==> src/sv/pus_pkg.sv <==
// Shared types and constants for the periodic update scheduler.
package pus_pkg;

    // Fixed field widths.
    localparam int unsigned SAMPLE_W = 32;
    localparam int unsigned CMD_W    = 3;
    localparam int unsigned NUM_CH   = 3;
    localparam int unsigned IDX_W    = 2;

    // Command codes.
    localparam logic [CMD_W-1:0] CMD_SCHEDULE = 3'd0;
    localparam logic [CMD_W-1:0] CMD_CANCEL   = 3'd1;
    localparam logic [CMD_W-1:0] CMD_CONSUME  = 3'd2;
    localparam logic [CMD_W-1:0] CMD_NEXT     = 3'd3;
    localparam logic [CMD_W-1:0] CMD_QUERY    = 3'd4;

    // Status codes.
    localparam logic STATUS_OK  = 1'b0;
    localparam logic STATUS_ERR = 1'b1;

    // ALU operation codes.
    localparam logic ALU_ADD = 1'b0;
    localparam logic ALU_SUB = 1'b1;

    // Request to the shared add/subtract unit.
    typedef struct packed {
        logic                op;
        logic [SAMPLE_W-1:0] a;
        logic [SAMPLE_W-1:0] b;
    } t_alu_req;

    // Response from the shared add/subtract unit.
    typedef struct packed {
        logic [SAMPLE_W-1:0] res;
        logic                borrow;
    } t_alu_rsp;

endpackage

==> src/sv/periodic_update_scheduler.sv <==
// Top level of the periodic update scheduler: sequencer around one shared adder.
//
//   channel | direction | handshake                 | payload
//   --------+-----------+---------------------------+-------------------------------------
//   in      | to block  | i_in_valid / o_in_stall   | i_cmd, i_category_mask, i_sample,
//           |           |                           | i_period
//   out     | from block| o_out_valid / i_out_stall | o_status, o_target, o_due_mask
//
// Schedule, cancel and query run a single execute step; consume checks each channel in turn
// and adds the period for each channel that advances; next, for an overdue periodic channel,
// finds the remainder by a restoring divide of one bit per cycle on the shared adder.
// Every command ends with a due-mask scan over all channels on the same adder.
// Reset is synchronous and active low; it clears all channel state and the output valid.
// A stalled output holds its result; the block takes no new item until its result is loaded.
module periodic_update_scheduler (
    input  logic                          i_clk,
    input  logic                          i_rst_n,
    input  logic                          i_in_valid,
    output logic                          o_in_stall,
    input  logic [pus_pkg::CMD_W-1:0]     i_cmd,
    input  logic [pus_pkg::NUM_CH-1:0]    i_category_mask,
    input  logic [pus_pkg::SAMPLE_W-1:0]  i_sample,
    input  logic [pus_pkg::SAMPLE_W-1:0]  i_period,
    output logic                          o_out_valid,
    input  logic                          i_out_stall,
    output logic                          o_status,
    output logic [pus_pkg::SAMPLE_W-1:0]  o_target,
    output logic [pus_pkg::NUM_CH-1:0]    o_due_mask
);
    import pus_pkg::*;

    // Sequencer states.
    localparam logic [3:0] S_IDLE     = 4'd0;
    localparam logic [3:0] S_EXEC     = 4'd1;
    localparam logic [3:0] S_CONS_CHK = 4'd2;
    localparam logic [3:0] S_CONS_ADD = 4'd3;
    localparam logic [3:0] S_NX_CHK   = 4'd4;
    localparam logic [3:0] S_DIV      = 4'd5;
    localparam logic [3:0] S_FIN_A    = 4'd6;
    localparam logic [3:0] S_FIN_B    = 4'd7;
    localparam logic [3:0] S_DUE      = 4'd8;
    localparam logic [3:0] S_DONE     = 4'd9;

    localparam logic [IDX_W-1:0] CH_LAST  = IDX_W'(NUM_CH - 1);
    localparam logic [4:0]       DIV_LAST = 5'(SAMPLE_W - 1);

    logic [3:0]          r_state, n_state;
    logic [CMD_W-1:0]    r_cmd, n_cmd;
    logic [NUM_CH-1:0]   r_mask, n_mask;
    logic [SAMPLE_W-1:0] r_now, n_now;
    logic [SAMPLE_W-1:0] r_per, n_per;
    logic [IDX_W-1:0]    r_idx, n_idx;
    logic [4:0]          r_cnt, n_cnt;
    logic [SAMPLE_W-1:0] r_rem, n_rem;
    logic [SAMPLE_W-1:0] r_dvd, n_dvd;
    logic                r_status, n_status;
    logic [SAMPLE_W-1:0] r_target, n_target;
    logic [NUM_CH-1:0]   r_dmask, n_dmask;

    logic [SAMPLE_W-1:0] r_due_at [NUM_CH];
    logic [SAMPLE_W-1:0] n_due_at [NUM_CH];
    logic [SAMPLE_W-1:0] r_period [NUM_CH];
    logic [SAMPLE_W-1:0] n_period [NUM_CH];
    logic [NUM_CH-1:0]   r_pending, n_pending;

    logic                r_out_valid, n_out_valid;
    logic                r_o_status, n_o_status;
    logic [SAMPLE_W-1:0] r_o_target, n_o_target;
    logic [NUM_CH-1:0]   r_o_dmask, n_o_dmask;

    t_alu_req alu_req;
    t_alu_rsp alu_rsp;
    logic     sel;

    pus_alu u_alu (
        .i_req (alu_req),
        .o_rsp (alu_rsp)
    );

    // Sequencer and datapath next-state logic.
    always_comb begin
        n_state     = r_state;
        n_cmd       = r_cmd;
        n_mask      = r_mask;
        n_now       = r_now;
        n_per       = r_per;
        n_idx       = r_idx;
        n_cnt       = r_cnt;
        n_rem       = r_rem;
        n_dvd       = r_dvd;
        n_status    = r_status;
        n_target    = r_target;
        n_dmask     = r_dmask;
        n_due_at    = r_due_at;
        n_period    = r_period;
        n_pending   = r_pending;
        n_out_valid = r_out_valid;
        n_o_status  = r_o_status;
        n_o_target  = r_o_target;
        n_o_dmask   = r_o_dmask;
        sel         = 1'b0;

        alu_req.op = ALU_SUB;
        alu_req.a  = r_now;
        alu_req.b  = r_due_at[r_idx];

        // A taken result frees the output register.
        if (r_out_valid && !i_out_stall) begin
            n_out_valid = 1'b0;
        end

        case (r_state)
            S_IDLE: begin
                if (i_in_valid) begin
                    n_cmd   = i_cmd;
                    n_mask  = i_category_mask;
                    n_now   = i_sample;
                    n_per   = i_period;
                    n_state = S_EXEC;
                end
            end

            S_EXEC: begin
                n_status = STATUS_OK;
                n_target = '0;
                n_dmask  = '0;
                n_idx    = '0;
                n_state  = S_DUE;
                case (r_cmd)
                    CMD_SCHEDULE: begin
                        for (int i = 0; i < NUM_CH; i++) begin
                            if (r_mask[i]) begin
                                n_due_at[i]  = r_now;
                                n_period[i]  = r_per;
                                n_pending[i] = 1'b1;
                            end
                        end
                    end
                    CMD_CANCEL: begin
                        for (int i = 0; i < NUM_CH; i++) begin
                            if (r_mask[i]) begin
                                n_pending[i] = 1'b0;
                                n_period[i]  = '0;
                            end
                        end
                    end
                    CMD_CONSUME: begin
                        n_state = S_CONS_CHK;
                    end
                    CMD_NEXT: begin
                        // Exactly one channel, and it must be pending.
                        case (r_mask)
                            3'b001: n_idx = 2'd0;
                            3'b010: n_idx = 2'd1;
                            3'b100: n_idx = 2'd2;
                            default: n_idx = '0;
                        endcase
                        if ((r_mask == 3'b001 || r_mask == 3'b010 || r_mask == 3'b100)
                            && (r_pending & r_mask) != '0) begin
                            n_state = S_NX_CHK;
                        end else begin
                            n_status = STATUS_ERR;
                            n_idx    = '0;
                        end
                    end
                    default: begin
                        n_state = S_DUE;
                    end
                endcase
            end

            // Consume: check one channel; advance it or clear it if it is due.
            S_CONS_CHK: begin
                sel = r_mask[r_idx] & r_pending[r_idx] & ~alu_rsp.res[SAMPLE_W-1];
                if (sel && r_period[r_idx] != '0) begin
                    n_state = S_CONS_ADD;
                end else begin
                    if (sel) begin
                        n_pending[r_idx] = 1'b0;
                    end
                    if (r_idx == CH_LAST) begin
                        n_idx   = '0;
                        n_state = S_DUE;
                    end else begin
                        n_idx = r_idx + 2'd1;
                    end
                end
            end

            S_CONS_ADD: begin
                alu_req.op = ALU_ADD;
                alu_req.a  = r_due_at[r_idx];
                alu_req.b  = r_period[r_idx];
                n_due_at[r_idx] = alu_rsp.res;
                if (r_idx == CH_LAST) begin
                    n_idx   = '0;
                    n_state = S_DUE;
                end else begin
                    n_idx   = r_idx + 2'd1;
                    n_state = S_CONS_CHK;
                end
            end

            // Next: an overdue periodic channel needs the elapsed remainder.
            S_NX_CHK: begin
                if (r_period[r_idx] != '0 && !alu_rsp.res[SAMPLE_W-1]) begin
                    n_dvd   = alu_rsp.res;
                    n_rem   = '0;
                    n_cnt   = '0;
                    n_state = S_DIV;
                end else begin
                    n_target = r_due_at[r_idx];
                    n_idx    = '0;
                    n_state  = S_DUE;
                end
            end

            // Restoring divide, one quotient bit per cycle; only the remainder is kept.
            // The elapsed count is below 2^31, so the remainder never needs its top bit.
            S_DIV: begin
                alu_req.op = ALU_SUB;
                alu_req.a  = {r_rem[SAMPLE_W-2:0], r_dvd[SAMPLE_W-1]};
                alu_req.b  = r_period[r_idx];
                n_rem      = alu_rsp.borrow ? alu_req.a : alu_rsp.res;
                n_dvd      = {r_dvd[SAMPLE_W-2:0], 1'b0};
                n_cnt      = r_cnt + 5'd1;
                if (r_cnt == DIV_LAST) begin
                    n_state = S_FIN_A;
                end
            end

            // New due sample is now + (period - remainder).
            S_FIN_A: begin
                alu_req.op = ALU_SUB;
                alu_req.a  = r_period[r_idx];
                alu_req.b  = r_rem;
                n_rem      = alu_rsp.res;
                n_state    = S_FIN_B;
            end

            S_FIN_B: begin
                alu_req.op      = ALU_ADD;
                alu_req.a       = r_now;
                alu_req.b       = r_rem;
                n_due_at[r_idx] = alu_rsp.res;
                n_target        = alu_rsp.res;
                n_idx           = '0;
                n_state         = S_DUE;
            end

            // Scan the channels for the due mask after the update.
            S_DUE: begin
                n_dmask[r_idx] = r_pending[r_idx] & ~alu_rsp.res[SAMPLE_W-1];
                if (r_idx == CH_LAST) begin
                    n_idx   = '0;
                    n_state = S_DONE;
                end else begin
                    n_idx = r_idx + 2'd1;
                end
            end

            // Load the output register once it is free.
            S_DONE: begin
                if (!r_out_valid || !i_out_stall) begin
                    n_out_valid = 1'b1;
                    n_o_status  = r_status;
                    n_o_target  = r_target;
                    n_o_dmask   = r_dmask;
                    n_state     = S_IDLE;
                end
            end

            default: begin
                n_state = S_IDLE;
            end
        endcase
    end

    // Control and channel state registers.
    always_ff @(posedge i_clk) begin
        if (!i_rst_n) begin
            r_state     <= S_IDLE;
            r_out_valid <= 1'b0;
            r_pending   <= '0;
            r_idx       <= '0;
            r_cnt       <= '0;
            for (int i = 0; i < NUM_CH; i++) begin
                r_due_at[i] <= '0;
                r_period[i] <= '0;
            end
        end else begin
            r_state     <= n_state;
            r_out_valid <= n_out_valid;
            r_pending   <= n_pending;
            r_idx       <= n_idx;
            r_cnt       <= n_cnt;
            r_due_at    <= n_due_at;
            r_period    <= n_period;
        end
    end

    // Working and output payload registers.
    always_ff @(posedge i_clk) begin
        r_cmd      <= n_cmd;
        r_mask     <= n_mask;
        r_now      <= n_now;
        r_per      <= n_per;
        r_rem      <= n_rem;
        r_dvd      <= n_dvd;
        r_status   <= n_status;
        r_target   <= n_target;
        r_dmask    <= n_dmask;
        r_o_status <= n_o_status;
        r_o_target <= n_o_target;
        r_o_dmask  <= n_o_dmask;
    end

    assign o_in_stall  = (r_state != S_IDLE);
    assign o_out_valid = r_out_valid;
    assign o_status    = r_o_status;
    assign o_target    = r_o_target;
    assign o_due_mask  = r_o_dmask;

endmodule

==> src/sv/pus_alu.sv <==
// Shared 32-bit add/subtract unit with borrow output.
module pus_alu (
    input  pus_pkg::t_alu_req i_req,
    output pus_pkg::t_alu_rsp o_rsp
);
    import pus_pkg::*;

    logic [SAMPLE_W:0] sum;

    // One adder serves both operations; the borrow is the carry-out of the subtract.
    always_comb begin
        if (i_req.op == ALU_SUB) begin
            sum = {1'b0, i_req.a} - {1'b0, i_req.b};
        end else begin
            sum = {1'b0, i_req.a} + {1'b0, i_req.b};
        end
        o_rsp.res    = sum[SAMPLE_W-1:0];
        o_rsp.borrow = (i_req.op == ALU_SUB) ? sum[SAMPLE_W] : 1'b0;
    end

endmodule

==> config.mk <==
export PLATFORM = sky130hd
export DESIGN_NAME = periodic_update_scheduler
export DESIGN_NICKNAME = d
export VERILOG_FILES = /design/src/sv/pus_pkg.sv /design/src/sv/periodic_update_scheduler.sv /design/src/sv/pus_alu.sv
export SDC_FILE = /design/constraint.sdc
export NUM_CORES = 1
export LEC_CHECK = 0
export ABC_AREA = 1
export BUFFER_PORTS_ARGS = -buffer_cell sky130_fd_sc_hd__buf_2
export CAP_MARGIN = 10
export CORE_MARGIN = 2
export CORE_UTILIZATION = 60
export DETAILED_ROUTE_END_ITERATION = 10
export PLACE_DENSITY = 0.78
export SYNTH_ARGS = -nofsm -noshare
export SYNTH_HDL_FRONTEND = slang
export SYNTH_SLANG_ARGS = --single-unit
==> constraint.sdc <==
create_clock -name i_clk -period 13.4 [get_ports i_clk]
set_input_delay 2.68 -clock i_clk [delete_from_list [all_inputs] [get_ports i_clk]]
set_output_delay 2.68 -clock i_clk [all_outputs]
set_load 0.005 [all_outputs]
==> results of run 1 <==
cell usage after synthesis, drive strengths merged, types with 4 or more instances:
cell,n,share of area
buf,36,0.0097
or2,13,0.0038
inv,271,0.047
o21a,5,0.0017
nand3b,7,0.0024
nand4,9,0.0026
ha,35,0.020
xnor2,6,0.0024
nor2,300,0.055
and3,5,0.0014
xor2,27,0.011
o22ai,35,0.010
o2111ai,9,0.0037
o211ai,18,0.0063
nor3,12,0.0032
clkbuf,102,0.018
dfxtp,207,0.19
o21ai,282,0.066
edfxtp,206,0.29
nand3,122,0.029
nand2,777,0.14
a21oi,183,0.043
a211oi,21,0.0073
o221ai,7,0.0028
a22oi,23,0.0080
a31oi,69,0.020
a21o,5,0.0017
and2,4,0.0012
flip-flops by register name, summed over array words and instances (netlist names):
name         cells
o_due_mask       3
o_out_valid      1
o_status         1
o_target        32
r_cmd            3
r_cnt            5
r_dmask          3
r_due_at        96
r_dvd           32
r_idx            2
r_mask           3
r_now           32
r_pending        3
r_per           32
r_period        96
r_rem           32
r_state          4
r_status         1
r_target        32
final cells by class:
type,instances,area [um^2]
Clock buffer,50,1080
Multi-Input combinational cell,1992,9720
Antenna cell,1,2.50
Clock inverter,26,270
Inverter,274,1030
Tap cell,461,577
Fill cell,2827,11700
Sequential cell,413,10300
Timing Repair Buffer,141,803
worst max-delay path, cell delays in order, from the launching register on:
cell	delay, ns
dfxtp_1	0.72
inv_1	0.27
nand2_2	0.20
buf_4	0.39
nor2_1	0.13
nor2_1	0.55
o21ai_1	0.11
nor2_1	0.43
nand2_1	0.27
nor2_1	0.17
nand2_1	0.13
nor2_4	0.19
nor2_1	0.08
xor2_1	0.37
ha_1	0.27
nand2_1	0.16
nor2_1	0.21
inv_1	0.09
nor3_1	0.30
nand3_1	0.13
nand3_1	0.20
nand2_1	0.07
nand2_1	0.73
inv_1	0.62
nand2_1	0.40
o221ai_1	0.17
cells in the final DEF, fill, tap and decap left out, types with 6 or more instances in the layout:
master / netlist / routed
clkbuf_1: 102 / 8
a22oi_1: 23 / 23
a31oi_1: 69 / 69
dfxtp_1: 207 / 207
nand3_1: 118 / 118
xor2_1: 27 / 27
buf_2: 18 / 110
o221ai_1: 7 / 7
nor2_2: 9 / 10
nor3_1: 10 / 10
ha_1: 35 / 35
nand2_1: 771 / 771
nand3b_1: 7 / 7
o2111ai_1: 9 / 9
a21oi_1: 177 / 176
xnor2_1: 6 / 6
edfxtp_1: 206 / 206
o211ai_1: 18 / 18
nand4_1: 9 / 9
o21ai_1: 9 / 9
nor2_4: 3 / 12
a21oi_2: 6 / 6
o22ai_1: 35 / 35
inv_2: 16 / 16
clkinv_1: 3 / 14
buf_4: 4 / 30
clkbuf_16: 0 / 42
nor2_1: 287 / 277
or2_2: 11 / 11
o21ai_0: 272 / 272
a211oi_1: 21 / 21
inv_1: 254 / 254
worst paths after layout:
path	to	cells after the start	startpoint
worst max register to register	r_rem[3]$_SDFFCE_PN0P_	25	r_idx[0]$_SDFFE_PN0P_
worst min-delay path	o_target[4]$_DFFE_PP_	0	r_target[4]$_SDFFCE_PN0P_
worst max-delay path	r_rem[3]$_SDFFCE_PN0P_	25	r_idx[0]$_SDFFE_PN0P_
worst min register to register	o_target[4]$_DFFE_PP_	0	r_target[4]$_SDFFCE_PN0P_
metal layers:
metal	up-vias	part of all wire	track usage
met5	-	0.00020	0
met4	2	0.051	0.175
met3	278	0.15	0.137
met2	1677	0.42	0.605
met1	10000	0.39	0.569
li1	9540	-	-
cells by family (layout without fill, tap and decap cells):
logic type	after synthesis	in the layout
buffers and inverters	412	491
and+or+nand+nor	1253	1253
other	0	1
DFF	413	413
adders and majority gates	36	36
xor gates and xnor gates	33	33
AOI/OAI and AO/OA	670	670
metrics by stage:
step                      setup WS [ns]  hold slack [ns]  total power [mW]  utilization
after floorplan                    7.28            0.400              3.87            -
after global placement             6.28            0.401              5.05        0.632
after detailed placement           6.26            0.405              5.12        0.632
after CTS                          6.22            0.420              6.30        0.670
after global routing               5.66            0.426              6.76        0.671
final                              5.72            0.419              6.54        0.671
power by group through the flow:
stage          combinational, mW  sequential [mW]  clock, mW
5_1_grt                     3.66             1.87       1.23
3_3_place_gp                3.21             1.85          0
2_1_floorplan               2.06             1.82          0
6_report                    3.50             1.85       1.18
4_1_cts                     3.27             1.84       1.18
3_5_place_dp                3.25             1.87          0
==> metrics.yaml, run 1 <==
vias: 21500
fin_crit_ns: 7.68
dp_hpwl_um: 58100
grt_max_degree: 98
end_kind: "register"
synth_cell_types: 56
grt_pass1_vias: 20000
final_area_mm2: 0.0238
yosys_warnings: 0
reg2reg_slack_ns: 5.72
synth_fa_ha_area_frac: 0.0212
cts_hold_buf: 0
syn_nets: 2927
wirelength_um: 80100
cp_max_fo: 25
drt_iter0_drc: 3195
core-area_mm2: 0.0355
clkPwrFrac: 0.181
clk_latency_ns: 0.58
pin_count: 112
worstMarginPinSlew_ns: 1.29
path_class: "reg2reg"
syn_inst: 2817
place_congestion: 1.10
synth_top_family_by_area: "simple AND/OR/NAND/NOR gates"
ant_nets: 0
syn_avg_cell_area_um2: 7.67
final_hold_viol_count: 0
syn2layout_area_growth_pct: 10.3
die-area_mm2: 0.0375
cts_buffer_depth: 3
drt_pass1_iterations: 7
status: "completed"
tns_ns: 0
grt_pass1_wl_um: 119000
cp.required_ns: 13.70
htreeDepth: 2
synth_flop_cell: "dfxtp_1"
pwr-share-seq: 0.283
rsz0062_at_grt: "false"
setup_viol: 0
path_clk_slew_ns: 0.06
routed_via_density: 6.41
power.share.switching: 0.510
final_cells: 3358
place_inst: 3280
io_buffers: 111
cts.sink_count: 413
slew_headroom: 0.134
initial_core_util: 0.609
hp-class: "reg2reg"
p_leak_nw: 9.86
die_x_um: 194
overflow: 0
root_buffer: "clkbuf_16"
p_per_area_mw_per_mm2: 275
max_freq_mhz: 130
cp.arrival_ns: 7.98
drive_gt1_frac: 0.0932
grt_usage: 0.415
ys_seq_elements: 413
synth_edf_count: 206
drc: 0
wl_per_cell_um: 23.9
final_nets: 2974
yosys.area_share.xor_xnor: 0.0134
netSwitchingPower_mw: 3.34
final-max-slew-violation-count: 0
dpl-instance-area_mm2: 0.0224
muxShareOfSynthArea: 0
synth-compound-area-share: 0.176
grt_antenna_before_repair: 2
post_cts_buffers: 0
yosys.area_share.simple: 0.236
vdd_ir_drop_max_mv: 0.192
post_cts_resize_count: 0
clock_skew_ns: 0.0207
numCtsBuffers: 42
critPathLaunchType: "register"
yosysSeqAreaShare: 0.478
min_period_over_period: 0.573
combPwrFrac: 0.536
ys_async_sr_fraction: 0
cts_tree: "built"
cap_violations: 0
p_int_mw: 3.20
die_y_um: 194
synth_area_mm2: 0.0216
rows: 69
Note: power is estimated with default switching activity, not from simulation.
==> run 2, diff against run 1 <==
- CORE_UTILIZATION: 60 -> 56
- PLACE_DENSITY: 0.78 -> 0.77
- clock period: 13.4 -> 6.45 ns (I/O delays scaled with it)
==> run 2 against run 1 <==
- non-clock buffer count up 29
- via count down 1.4%
- hold slack worse by 0.0029 ns
- utilization down 3.4 points
- combinational power up 110%
- clock-buffer cell count up 6
- routed wire length up 1.2%
- register-to-register slack worse by 5.4 ns
- cell area up 1.3%
- sequential power up 110%
- critical endpoint is now r_cnt[1]$_SDFFE_PN0P_
- highest routed layer is now met4
==> metrics.yaml, run 2 (synthesized netlist as in run 1, its figures left out) <==
status: "completed"
reg_top3: "r_due_at x96, r_period x96"
worstMarginPinSlew_ns: 1.12
vias: 21200
overflow: 0
crit_path_start: "r_idx[0]$_SDFFE_PN0P_"
clock_skew_ns: 0.0187
fin_hold_ws_ns: 0.416
cp_slowest_cell: "dfxtp_1"
die-area_mm2: 0.0401
place_congestion: 1.08
final-max-slew-violation-count: 0
reg2reg_slack_ns: 0.35
final_hold_viol_count: 0
slew_headroom: 0.254
grt_antenna_before_repair: 1
final_common_cell: "nand2_1"
pin_count: 112
final_nets: 3002
pwr-share-seq: 0.286
combPwrFrac: 0.536
tns_ns: 0
drc: 0
fillers: 3320
path_clk_slew_ns: 0.06
root_buffer: "clkbuf_16"
die_y_um: 200
slowest_delay_ns: 0.59
cp.arrival_ns: 6.51
drt_iter0_drc: 2889
path_common_cell: "nand2_1"
dpl-instance-area_mm2: 0.0228
wirelength_um: 81000
cts_tree: "built"
mostFrequentLayoutCells: "nand2_1, nor2_1, o21ai_0"
p_per_area_mw_per_mm2: 562
htreeDepth: 2
clk_latency_ns: 0.57
drt_pass1_iterations: 7
fin_crit_ns: 6.10
grt_usage: 0.396
final_core_util: 0.637
ant_nets: 0
dp_hpwl_um: 60600
final_area_mm2: 0.0241
routed_via_density: 6.17
drive_gt1_frac: 0.105
cts_buffer_depth: 3
syn2layout_area_growth_pct: 11.7
p_leak_nw: 10.0
grt_pass1_wl_um: 120000
drt-met1-wl_um: 33100
rr_worst_depth: 30
cap_violations: 0
netSwitchingPower_mw: 6.80
p_int_mw: 6.77
worst-path-buf-inv: 4
critPathTopFamily: "simple AND/OR/NAND/NOR gates"
cp.required_ns: 6.86
cp_max_fo: 35
end_kind: "register"
min_period_over_period: 0.945
core-area_mm2: 0.0378
grt_max_degree: 93
hp-class: "reg2reg"
rows: 71
worstReg2RegStart: "r_idx[0]$_SDFFE_PN0P_"
path_class: "reg2reg"
top_layer: "met4"
initial_core_util: 0.571
crit_cells: 30
setup_viol: 0
clkPwrFrac: 0.178
cts.sink_count: 413
wl_per_cell_um: 23.6
worstSetupEndpoint: "r_cnt[1]$_SDFFE_PN0P_"
die_x_um: 200
vdd_ir_drop_max_mv: 0.353
place_inst: 3359
grt_pass1_vias: 19400
critPathLaunchType: "register"
final_cells: 3437
max_freq_mhz: 164
met2_length_um: 33100
reg2reg_to: "r_cnt[1]$_SDFFE_PN0P_"
numCtsBuffers: 41
io_buffers: 111
route.met3.wl_um: 11100
power.share.switching: 0.501
rsz0062_at_grt: "false"
## run 2: layout make-up
cell class / instances / area [um^2] / share of cell area
clock inverters: 20 / 211 / 0.00877
multi-input cells: 1992 / 9730 / 0.403
diodes: 1 / 2.50 / 0.000104
flip-flops and latches: 413 / 10300 / 0.428
repair buffers: 170 / 1040 / 0.0431
well taps: 511 / 639 / 0.0265
inverters: 274 / 1030 / 0.0427
clock buffers: 56 / 1140 / 0.0474
## run 2: worst reg2reg max path, delay by kind of cell (launching register included)
family	cells	cell delay [ns]
compound gates	3	0.57
flops	1	0.59
simple gates	22	3.73
buf+inv	4	0.65
fa+ha+maj	1	0.39
## run 2: routing by layer
layer | up-vias | global-route usage
met5 | - | 0
met3 | 203 | 0.104
met2 | 1471 | 0.562
li1 | 9583 | -
met4 | 0 | 0.162
met1 | 9953 | 0.575
## run 2: repair_timing
action,4_1_cts,5_1_grt
buffers inserted,0,1
hold buffers,0,0
gates resized for setup,0,1
setup endpoints to repair,0,18
## run 2: power groups by stage
stage                     registers, mW  logic (mW)  clock network (mW)
after detailed placement           3.90        6.85                   0
final                              3.88        7.27                2.42
after floorplan                    3.77        4.27                   0
after CTS                          3.85        6.89                2.43
after global routing               3.91        7.74                2.53
after global placement             3.88        6.82                   0
## run 2: worst min-delay path by stage
stage	from	cells after the start	end	slack [ns]
floorplan	r_status$_SDFFCE_PP0P_	0	o_status$_DFFE_PP_	0.40
global placement	r_target[27]$_SDFFCE_PN0P_	0	o_target[27]$_DFFE_PP_	0.40
detailed placement	r_target[21]$_SDFFCE_PN0P_	0	o_target[21]$_DFFE_PP_	0.40
CTS	r_target[28]$_SDFFCE_PN0P_	0	o_target[28]$_DFFE_PP_	0.42
global route	r_target[11]$_SDFFCE_PN0P_	0	o_target[11]$_DFFE_PP_	0.42
finish	r_target[28]$_SDFFCE_PN0P_	0	o_target[28]$_DFFE_PP_	0.42
## run 2: per-stage QoR
| stage | total power [mW] | worst slack (ns) |
|---|---|---|
| after floorplan | 8.04 | 1.72 |
| after global placement | 10.7 | 0.682 |
| after detailed placement | 10.8 | 0.596 |
| after CTS | 13.2 | 0.554 |
| after global routing | 14.2 | 0.0355 |
| final | 13.6 | 0.354 |
